`src/rtl/core/lmfs_pkg.sv`:
```
package lmfs_pkg;

    localparam int unsigned PANEL_WORDS = 16;
    localparam int unsigned WORD_BITS   = 16;
    localparam int unsigned WORD_AW     = $clog2(PANEL_WORDS);
    localparam int unsigned BIT_AW      = $clog2(WORD_BITS);
    localparam int unsigned COORD_W     = 16;

    // Command codes; code 3 is unused and falls to a default arm.
    typedef enum logic [1:0] {
        CMD_SET_PIXEL = 2'd0,
        CMD_FILL      = 2'd1,
        CMD_SCAN      = 2'd2
    } t_cmd;

    typedef enum logic [1:0] {
        ST_IDLE,
        ST_MODIFY,
        ST_SCAN
    } t_state;

    // Chain base positions of each column, top and bottom halves.
    localparam logic [7:0] UPPER_BASE [PANEL_WORDS] = '{
        8'd254, 8'd14, 8'd253, 8'd13, 8'd250, 8'd10, 8'd249, 8'd9,
        8'd246, 8'd6,  8'd245, 8'd5,  8'd242, 8'd2,  8'd241, 8'd1
    };
    localparam logic [7:0] LOWER_BASE [PANEL_WORDS] = '{
        8'd255, 8'd15, 8'd252, 8'd12, 8'd251, 8'd11, 8'd248, 8'd8,
        8'd247, 8'd7,  8'd244, 8'd4,  8'd243, 8'd3,  8'd240, 8'd0
    };

    typedef struct packed {
        logic               in_range;
        logic [WORD_AW-1:0] word;
        logic [BIT_AW-1:0]  bit_idx;
    } t_pixel_loc;

endpackage

```
`src/rtl/core/lmfs_cmd_if.sv`:
```
interface lmfs_cmd_if;
    logic                                valid;
    logic                                ready;
    logic [1:0]                          command;
    logic signed [lmfs_pkg::COORD_W-1:0] x_pos;
    logic signed [lmfs_pkg::COORD_W-1:0] y_pos;
    logic                                pixel_on;

    modport source (output valid, command, x_pos, y_pos, pixel_on, input ready);
    modport sink   (input valid, command, x_pos, y_pos, pixel_on, output ready);
endinterface

```
`src/rtl/core/lmfs_scan_if.sv`:
```
interface lmfs_scan_if;
    logic                              valid;
    logic                              ready;
    logic [lmfs_pkg::WORD_BITS-1:0]    scan_word;
    logic                              last_word;

    modport source (output valid, scan_word, last_word, input ready);
    modport sink   (input valid, scan_word, last_word, output ready);
endinterface

```
`src/rtl/core/lmfs_ram.sv`:
```
module lmfs_ram #(
    parameter int unsigned WIDTH = 16,
    parameter int unsigned DEPTH = 16
) (
    input  logic                     i_clk,
    input  logic                     i_wr_en,
    input  logic [$clog2(DEPTH)-1:0] i_wr_addr,
    input  logic [WIDTH-1:0]         i_wr_data,
    input  logic                     i_rd_en,
    input  logic [$clog2(DEPTH)-1:0] i_rd_addr,
    output logic [WIDTH-1:0]         o_rd_data
);
    logic [WIDTH-1:0] r_mem [DEPTH];

    always_ff @(posedge i_clk) begin
        if (i_wr_en) begin
            r_mem[i_wr_addr] <= i_wr_data;
        end
        if (i_rd_en) begin
            o_rd_data <= r_mem[i_rd_addr];
        end
    end
endmodule

```
`src/rtl/core/lmfs_map.sv`:
```
module lmfs_map (
    input  logic signed [lmfs_pkg::COORD_W-1:0] i_x_pos,
    input  logic signed [lmfs_pkg::COORD_W-1:0] i_y_pos,
    output lmfs_pkg::t_pixel_loc                o_loc
);
    import lmfs_pkg::*;

    logic [7:0]        base;
    logic [BIT_AW-1:0] offset;

    // Chain position = base -/+ 16*(7 - y%8); low nibble is the word,
    // high nibble the bit, so only the high nibble moves.
    always_comb begin
        base   = i_y_pos[3] ? LOWER_BASE[i_x_pos[3:0]] : UPPER_BASE[i_x_pos[3:0]];
        offset = {1'b0, 3'd7 - i_y_pos[2:0]};
        o_loc.in_range = (i_x_pos[COORD_W-1:4] == '0) && (i_y_pos[COORD_W-1:4] == '0);
        o_loc.word     = base[3:0];
        o_loc.bit_idx  = i_x_pos[0] ? (base[7:4] + offset) : (base[7:4] - offset);
    end
endmodule

```
`src/rtl/core/led_matrix_framebuffer_scan.sv`:
```
// Set pixel on the panel: a read, then a modify and write back; off-panel set pixel,
// fill and unused codes finish on acceptance. One command at a time; each ends before the next is taken.
// Scan: 16 beats, one per cycle while the sink holds ready high; the reads are issued from the scan
// state after acceptance, and the next command waits until the last beat has been taken.
// Synchronous active-low reset blanks the panel at once through per-word valid bits;
// no clearing pass is needed.
module led_matrix_framebuffer_scan (
    input  logic        i_clk,
    input  logic        i_rst_n,
    lmfs_cmd_if.sink    i_cmd,
    lmfs_scan_if.source o_scan
);
    import lmfs_pkg::*;

    // Control state
    t_state                 r_state, n_state;
    logic [PANEL_WORDS-1:0] r_valid, n_valid;     // word has been written since last fill
    logic                   r_fill_val, n_fill_val; // value of every unwritten word
    logic [WORD_AW:0]       r_cnt, n_cnt;         // scan read pointer, MSB = all issued
    logic                   r_pend, n_pend;       // a scan beat sits on the RAM read register

    // Payload
    logic                   r_rd_vld, n_rd_vld;   // valid bit of the word just read
    logic                   r_last, n_last;
    logic [WORD_AW-1:0]     r_wr_word, n_wr_word;
    logic [BIT_AW-1:0]      r_wr_bit, n_wr_bit;
    logic                   r_wr_on, n_wr_on;

    t_pixel_loc             loc;
    logic                   cmd_acc;
    logic                   out_acc;
    logic                   issue;
    logic                   rd_en;
    logic [WORD_AW-1:0]     rd_addr;
    logic                   wr_en;
    logic [WORD_BITS-1:0]   wr_data;
    logic [WORD_BITS-1:0]   rd_data;
    logic [WORD_BITS-1:0]   cur_word;
    logic [WORD_BITS-1:0]   bit_mask;

    lmfs_map u_map (
        .i_x_pos (i_cmd.x_pos),
        .i_y_pos (i_cmd.y_pos),
        .o_loc   (loc)
    );

    lmfs_ram #(
        .WIDTH (WORD_BITS),
        .DEPTH (PANEL_WORDS)
    ) u_store (
        .i_clk     (i_clk),
        .i_wr_en   (wr_en),
        .i_wr_addr (r_wr_word),
        .i_wr_data (wr_data),
        .i_rd_en   (rd_en),
        .i_rd_addr (rd_addr),
        .o_rd_data (rd_data)
    );

    // Handshakes: the scan beat is driven straight from the RAM read register,
    // so a new command waits until the last beat has gone.
    assign i_cmd.ready      = (r_state == ST_IDLE) && !r_pend;
    assign cmd_acc          = i_cmd.valid && i_cmd.ready;
    assign o_scan.valid     = r_pend;
    assign out_acc          = r_pend && o_scan.ready;

    // Unwritten words read as the last fill value.
    assign cur_word         = r_rd_vld ? rd_data : {WORD_BITS{r_fill_val}};
    assign o_scan.scan_word = cur_word;
    assign o_scan.last_word = r_last;
    assign bit_mask         = {{(WORD_BITS-1){1'b0}}, 1'b1} << r_wr_bit;

    // Next state
    always_comb begin
        n_state = r_state;
        unique case (r_state)
            ST_IDLE: begin
                if (cmd_acc) begin
                    case (t_cmd'(i_cmd.command))
                        CMD_SET_PIXEL: if (loc.in_range) n_state = ST_MODIFY;
                        CMD_SCAN:      n_state = ST_SCAN;
                        default:       n_state = ST_IDLE;
                    endcase
                end
            end
            ST_MODIFY: n_state = ST_IDLE;
            ST_SCAN:   if (r_cnt[WORD_AW]) n_state = ST_IDLE;
            default:   n_state = ST_IDLE;
        endcase
    end

    // Datapath and store control
    always_comb begin
        rd_en      = 1'b0;
        rd_addr    = '0;
        wr_en      = 1'b0;
        wr_data    = cur_word;
        issue      = 1'b0;
        n_valid    = r_valid;
        n_fill_val = r_fill_val;
        n_cnt      = r_cnt;
        n_wr_word  = r_wr_word;
        n_wr_bit   = r_wr_bit;
        n_wr_on    = r_wr_on;
        unique case (r_state)
            ST_IDLE: begin
                if (cmd_acc) begin
                    case (t_cmd'(i_cmd.command))
                        CMD_SET_PIXEL: begin
                            rd_en     = loc.in_range;
                            rd_addr   = loc.word;
                            n_wr_word = loc.word;
                            n_wr_bit  = loc.bit_idx;
                            n_wr_on   = i_cmd.pixel_on;
                        end
                        CMD_FILL: begin
                            n_valid    = '0;
                            n_fill_val = i_cmd.pixel_on;
                        end
                        CMD_SCAN: n_cnt = '0;
                        default: ;
                    endcase
                end
            end
            ST_MODIFY: begin
                wr_en              = 1'b1;
                wr_data            = r_wr_on ? (cur_word | bit_mask) : (cur_word & ~bit_mask);
                n_valid[r_wr_word] = 1'b1;
            end
            ST_SCAN: begin
                // Next read may replace the beat on the read register once it is taken.
                issue   = !r_cnt[WORD_AW] && (!r_pend || out_acc);
                rd_en   = issue;
                rd_addr = r_cnt[WORD_AW-1:0];
                if (issue) n_cnt = r_cnt + 1'b1;
            end
            default: ;
        endcase
        n_rd_vld = rd_en ? r_valid[rd_addr] : r_rd_vld;
        n_last   = issue ? (r_cnt[WORD_AW-1:0] == WORD_AW'(PANEL_WORDS - 1)) : r_last;
        n_pend   = issue ? 1'b1 : (out_acc ? 1'b0 : r_pend);
    end

    always_ff @(posedge i_clk) begin
        if (!i_rst_n) begin
            r_state    <= ST_IDLE;
            r_valid    <= '0;
            r_fill_val <= 1'b0;
            r_cnt      <= '0;
            r_pend     <= 1'b0;
        end else begin
            r_state    <= n_state;
            r_valid    <= n_valid;
            r_fill_val <= n_fill_val;
            r_cnt      <= n_cnt;
            r_pend     <= n_pend;
        end
    end

    always_ff @(posedge i_clk) begin
        r_rd_vld  <= n_rd_vld;
        r_last    <= n_last;
        r_wr_word <= n_wr_word;
        r_wr_bit  <= n_wr_bit;
        r_wr_on   <= n_wr_on;
    end
endmodule
```
`src/flat_wrapper.sv`:
```
// flat-port wrapper written by rule: the top's interface ports become plain ports
module led_matrix_framebuffer_scan_flat import lmfs_pkg::*;
  (i_clk, i_rst_n, i_cmd_valid, i_cmd_command, i_cmd_x_pos, i_cmd_y_pos, i_cmd_pixel_on, i_cmd_ready, o_scan_valid, o_scan_scan_word, o_scan_last_word, o_scan_ready);
  lmfs_cmd_if i_cmd_i ();
  lmfs_scan_if o_scan_i ();
  input  logic i_clk;
  input  logic i_rst_n;
  input wire logic [$bits(i_cmd_i.valid)-1:0] i_cmd_valid;
  input wire logic [$bits(i_cmd_i.command)-1:0] i_cmd_command;
  input wire logic [$bits(i_cmd_i.x_pos)-1:0] i_cmd_x_pos;
  input wire logic [$bits(i_cmd_i.y_pos)-1:0] i_cmd_y_pos;
  input wire logic [$bits(i_cmd_i.pixel_on)-1:0] i_cmd_pixel_on;
  output wire logic [$bits(i_cmd_i.ready)-1:0] i_cmd_ready;
  output wire logic [$bits(o_scan_i.valid)-1:0] o_scan_valid;
  output wire logic [$bits(o_scan_i.scan_word)-1:0] o_scan_scan_word;
  output wire logic [$bits(o_scan_i.last_word)-1:0] o_scan_last_word;
  input wire logic [$bits(o_scan_i.ready)-1:0] o_scan_ready;
  assign i_cmd_i.valid = i_cmd_valid;
  assign i_cmd_i.command = i_cmd_command;
  assign i_cmd_i.x_pos = i_cmd_x_pos;
  assign i_cmd_i.y_pos = i_cmd_y_pos;
  assign i_cmd_i.pixel_on = i_cmd_pixel_on;
  assign i_cmd_ready = i_cmd_i.ready;
  assign o_scan_valid = o_scan_i.valid;
  assign o_scan_scan_word = o_scan_i.scan_word;
  assign o_scan_last_word = o_scan_i.last_word;
  assign o_scan_i.ready = o_scan_ready;
  led_matrix_framebuffer_scan u_core (.i_clk(i_clk), .i_rst_n(i_rst_n), .i_cmd(i_cmd_i), .o_scan(o_scan_i));
endmodule
```
`config.mk`:
```
export PLATFORM = sky130hd
export DESIGN_NAME = led_matrix_framebuffer_scan_flat
export DESIGN_NICKNAME = d
export VERILOG_FILES = /design/src/rtl/core/lmfs_pkg.sv /design/src/rtl/core/lmfs_cmd_if.sv /design/src/rtl/core/lmfs_scan_if.sv /design/src/rtl/core/lmfs_ram.sv /design/src/rtl/core/lmfs_map.sv /design/src/rtl/core/led_matrix_framebuffer_scan.sv /design/src/flat_wrapper.sv
export SDC_FILE = /design/constraint.sdc
export NUM_CORES = 1
export LEC_CHECK = 0
export BUFFER_PORTS_ARGS = -buffer_cell sky130_fd_sc_hd__buf_2
export CELL_PAD_IN_SITES_DETAIL_PLACEMENT = 2
export CELL_PAD_IN_SITES_GLOBAL_PLACEMENT = 2
export CORE_UTILIZATION = 45
export DETAILED_ROUTE_END_ITERATION = 6
export GPL_TIMING_DRIVEN = 0
export MAX_ROUTING_LAYER = met4
export PLACE_DENSITY = 0.78
export SLEW_MARGIN = 20
export SYNTH_ARGS = -nofsm -noshare
export SYNTH_HDL_FRONTEND = slang
export SYNTH_HIERARCHICAL = 1
export SYNTH_SLANG_ARGS = --single-unit
```
`constraint.sdc`:
```
create_clock -name i_clk -period 4.9 [get_ports i_clk]
set_clock_uncertainty 0.15 [all_clocks]
set_input_delay 0 -clock i_clk [delete_from_list [all_inputs] [get_ports i_clk]]
set_output_delay 0 -clock i_clk [all_outputs]
set_load 0.03 [all_outputs]
```
==> flow_metrics.tcl <==
set metrics [dict create \
    endpoint_kind "flip-flop" \
    holdPathStages 2 \
    grt_start_max_net_pins 18 \
    worst_case_headroom_to_the_max_slew_limit 0.323 \
    clkSinkCount 308 \
    ys_seq_elements 308 \
    syn2layout_area_growth_pct 18.1 \
    htree_levels 2 \
    grt_util_all_layers 0.282 \
    synthXorXnorAreaFrac 0.00140 \
    fin_crit_sh 0.885 \
    dominantRegCellSynth "sky130_fd_sc_hd__edfxtp_1" \
    critical_path_start_type "flip-flop" \
    drt-pass1-iter-count 5 \
    worst_skew_pair.late_latency_ns 0.52 \
    rows 60 \
    yosys.cell_count.top_type "sky130_fd_sc_hd__edfxtp_1" \
    avgSynthCellArea_um2 17.5 \
    clock-root-buffer "sky130_fd_sc_hd__clkbuf_16" \
    wl_met3_um 1980 \
    routedLengthMet1_um 15500 \
    final_max_slew_viol_count 0 \
    synth_common_cells "sky130_fd_sc_hd__edfxtp_1, sky130_fd_sc_hd__nand2_1, sky130_fd_sc_hd__mux4_2" \
    synth_top_family_by_area "multiplexers" \
    initial_utilization 0.462 \
    detailedPlacementHpwl_um 25100 \
    first_global_vias 8136 \
    initial_antenna_violation_count 0 \
    clock_transition_at_the_registers_of_the_reported_paths_ns 0.06 \
    drc 0 \
    floorplan.io_pins 58 \
    floorplan.die_area_mm2 0.0285 \
    setup_repair_after_global_routing_missed_its_margin "false" \
    netlist_area_mm2 0.0125 \
    simple_gate_area_share_of_the_yosys_netlist 0.0686 \
    finalWorstPathRequiredPeriod_ns 4.34 \
    post_synth_mux_area_share 0.135 \
    synth_top_cells_by_area "sky130_fd_sc_hd__edfxtp_1, sky130_fd_sc_hd__mux4_2, sky130_fd_sc_hd__dfxtp_1" \
    finish.utilization 0.545 \
    setup-violations-final 0 \
    critical_path.max_fanout 15 \
    totalWireLength_um 37700 \
    netlist.area_leader.share 0.678 \
    globalRoute.totalOverflow 0 \
    drv.max_cap_violation_count 0 \
    register_area_mm2 0.00900 \
    post_route_cells_drive_above_1_share 0.263 \
    timing.fmax_mhz 230 \
    route.detailed.wl_per_inst_um 30.3 \
    post_synth_fa_ha_maj_area_fraction 0.00758 \
    total_leakage_power_nw 4.98 \
    drtIter0Drc 613 \
    core-area_mm2 0.0272 \
    antenna_left 0 \
    synth_nets 763 \
    top_signal_layer_used "met4" \
    critPathKind "reg -> reg" \
    register_area_share_after_synthesis 0.717 \
    place.port_buffers 56 \
    fin_tns_setup_ns 0 \
    post_synth_edffs 283 \
    die_width_um 169 \
    antenna_cells 0 \
    cts_repair_resize_count 0 \
    synth_compound_area_frac 0.0488 \
    worstMarginPinSlew_ns 1.01 \
    dr_wl_met2_um 19000 \
    netlist.top_cell.by_area "sky130_fd_sc_hd__edfxtp_1" \
    yosys.cell_types.count 57 \
    cts_inserted_buffers 34 \
    asyncSetResetFlopFracSynth 0 \
    r2r_setup_slack_ns 0.56 \
    timing.critical_path.required_ns 5.12 \
    multi_input_area_mm2 0.00334 \
    chipHeight_um 169 \
    detailroute.via_count 7386 \
    netlist_instances 717 \
    critPathArrivalTime_ns 4.56 \
    run_status "complete, no violations" \
    synthesis.yosys.warnings 6 \
    design.final.nets 895 \
    globalplace.congestion 0.824 \
    wire_length_of_the_first_global_routing_pass_um 55700 \
    cts-root-to-sink-buffers 3 \
    detail_route.vias_per_cell 5.94 \
    hold_violations 0 \
    tritoncts "yes" \
    ff2ff_path_depth 11 \
    fillCellCount 2382 \
    hold_path.class "in -> reg" \
    vdd_ir_max_mv 0.296 \
    powerDensity_mw_per_mm2 382 \
]
repair_timing:
item	in CTS	in global routing
setup buffers	0	0
hold buffers	21	0
endpoints found under the hold margin	24	0
critical path, stage by stage (launching register included):
cell                       delay (ns)
sky130_fd_sc_hd__dfxtp_1         0.34
sky130_fd_sc_hd__nor4_1          0.71
sky130_fd_sc_hd__and2_1          0.24
sky130_fd_sc_hd__clkbuf_1        0.67
sky130_fd_sc_hd__nand2_1         0.15
sky130_fd_sc_hd__and2_1          0.21
sky130_fd_sc_hd__inv_1           0.18
sky130_fd_sc_hd__nor2b_1         0.23
sky130_fd_sc_hd__clkbuf_1        0.38
sky130_fd_sc_hd__clkbuf_1        0.48
sky130_fd_sc_hd__a22oi_1         0.27
sky130_fd_sc_hd__nand2_1         0.18
report_power, final:
part           switching, W  internal [W]  leakage [nW]
Sequential        0.0000103       0.00288          2.78
Combinational      0.000178      0.000101          1.69
Clock               0.00105       0.00144         0.517
Total               0.00124       0.00442          4.98
layer usage:
layer | GRT usage | up-vias
met5 | - | -
met4 | 0.104 | 0
met3 | 0.0400 | 74
met2 | 0.473 | 278
met1 | 0.351 | 3894
li1 | - | 3140
cells by family (layout without fill, tap and decap cells):
kind of cell             after synthesis  in the layout
AO/OA/AOI/OAI                         83             83
XOR/XNOR                               2              2
adder cells (fa/ha/maj)                7              7
buffers and inverters                 55            210
flip-flops                           308            308
multiplexers                          82             82
AND/OR/NAND/NOR                      180            180
placed cells by master, fill, tap and decap left out, drive strengths merged, types with 3 or more instances in the layout:
cell | netlist | layout
edfxtp | 283 | 283
buf | 15 | 90
nand2 | 66 | 66
mux4 | 65 | 65
clkbuf | 19 | 63
nor2 | 42 | 42
a22oi | 32 | 32
dfxtp | 25 | 25
dlygate4sd3 | 0 | 21
inv | 20 | 21
mux2 | 15 | 15
nor3 | 14 | 14
a21oi | 12 | 12
a31oi | 12 | 12
nor4 | 11 | 11
clkinv | 1 | 11
nor2b | 8 | 8
nand3 | 8 | 8
o211ai | 7 | 7
nand3b | 6 | 6
ha | 6 | 6
nand2b | 5 | 5
nand4 | 4 | 4
and2 | 3 | 3
a211oi | 3 | 3
o21ai | 3 | 3
sequential cells by signal, indices dropped and copies added (netlist names):
name                      count
u_core/u_store/r_mem        256
u_core/r_valid               16
u_core/u_store/o_rd_data     16
u_core/r_cnt                  5
u_core/r_wr_bit               4
u_core/r_wr_word              4
u_core/r_state                2
u_core/o_scan.last_word       1
u_core/o_scan.valid           1
u_core/r_fill_val             1
u_core/r_rd_vld               1
u_core/r_wr_on                1
metrics by stage:
stage          std cells  worst slack [ns]  cell area [µm²]  total power, W  hold WS (ns)
4_1_cts             1244             0.606            14800         0.00571        0.0412
6_report            1244             0.561            14800         0.00566        0.0735
3_3_place_gp        1145            0.0867            13300         0.00318        0.0635
5_1_grt             1244             0.295            14800         0.00581        0.0758
3_5_place_dp        1164             0.720            13500         0.00320        0.0681
2_1_floorplan        717              1.70            12500         0.00310       -0.0511
path summary, 6_finish.rpt:
| path | end | start |
|---|---|---|
| hold / removal | u_core/r_wr_on | i_cmd_pixel_on |
| setup reg to reg | u_core/u_store/o_rd_data[9] | u_core/r_state[0] |
| setup / recovery | u_core/u_store/o_rd_data[9] | u_core/r_state[0] |
| hold reg to reg | u_core/r_valid[14] | u_core/r_valid[14] |
layout make-up:
| cell class | instances | share of cell area |
|---|---|---|
| Inverter | 21 | 0.00566 |
| Timing Repair Buffer | 96 | 0.0463 |
| Multi-Input combinational cell | 354 | 0.226 |
| Clock buffer | 44 | 0.0628 |
| Sequential cell | 308 | 0.607 |
| Tap cell | 372 | 0.0314 |
| Buffer | 34 | 0.0122 |
| Clock inverter | 15 | 0.00870 |
No activity file was read; power rests on OpenSTA's default activity.
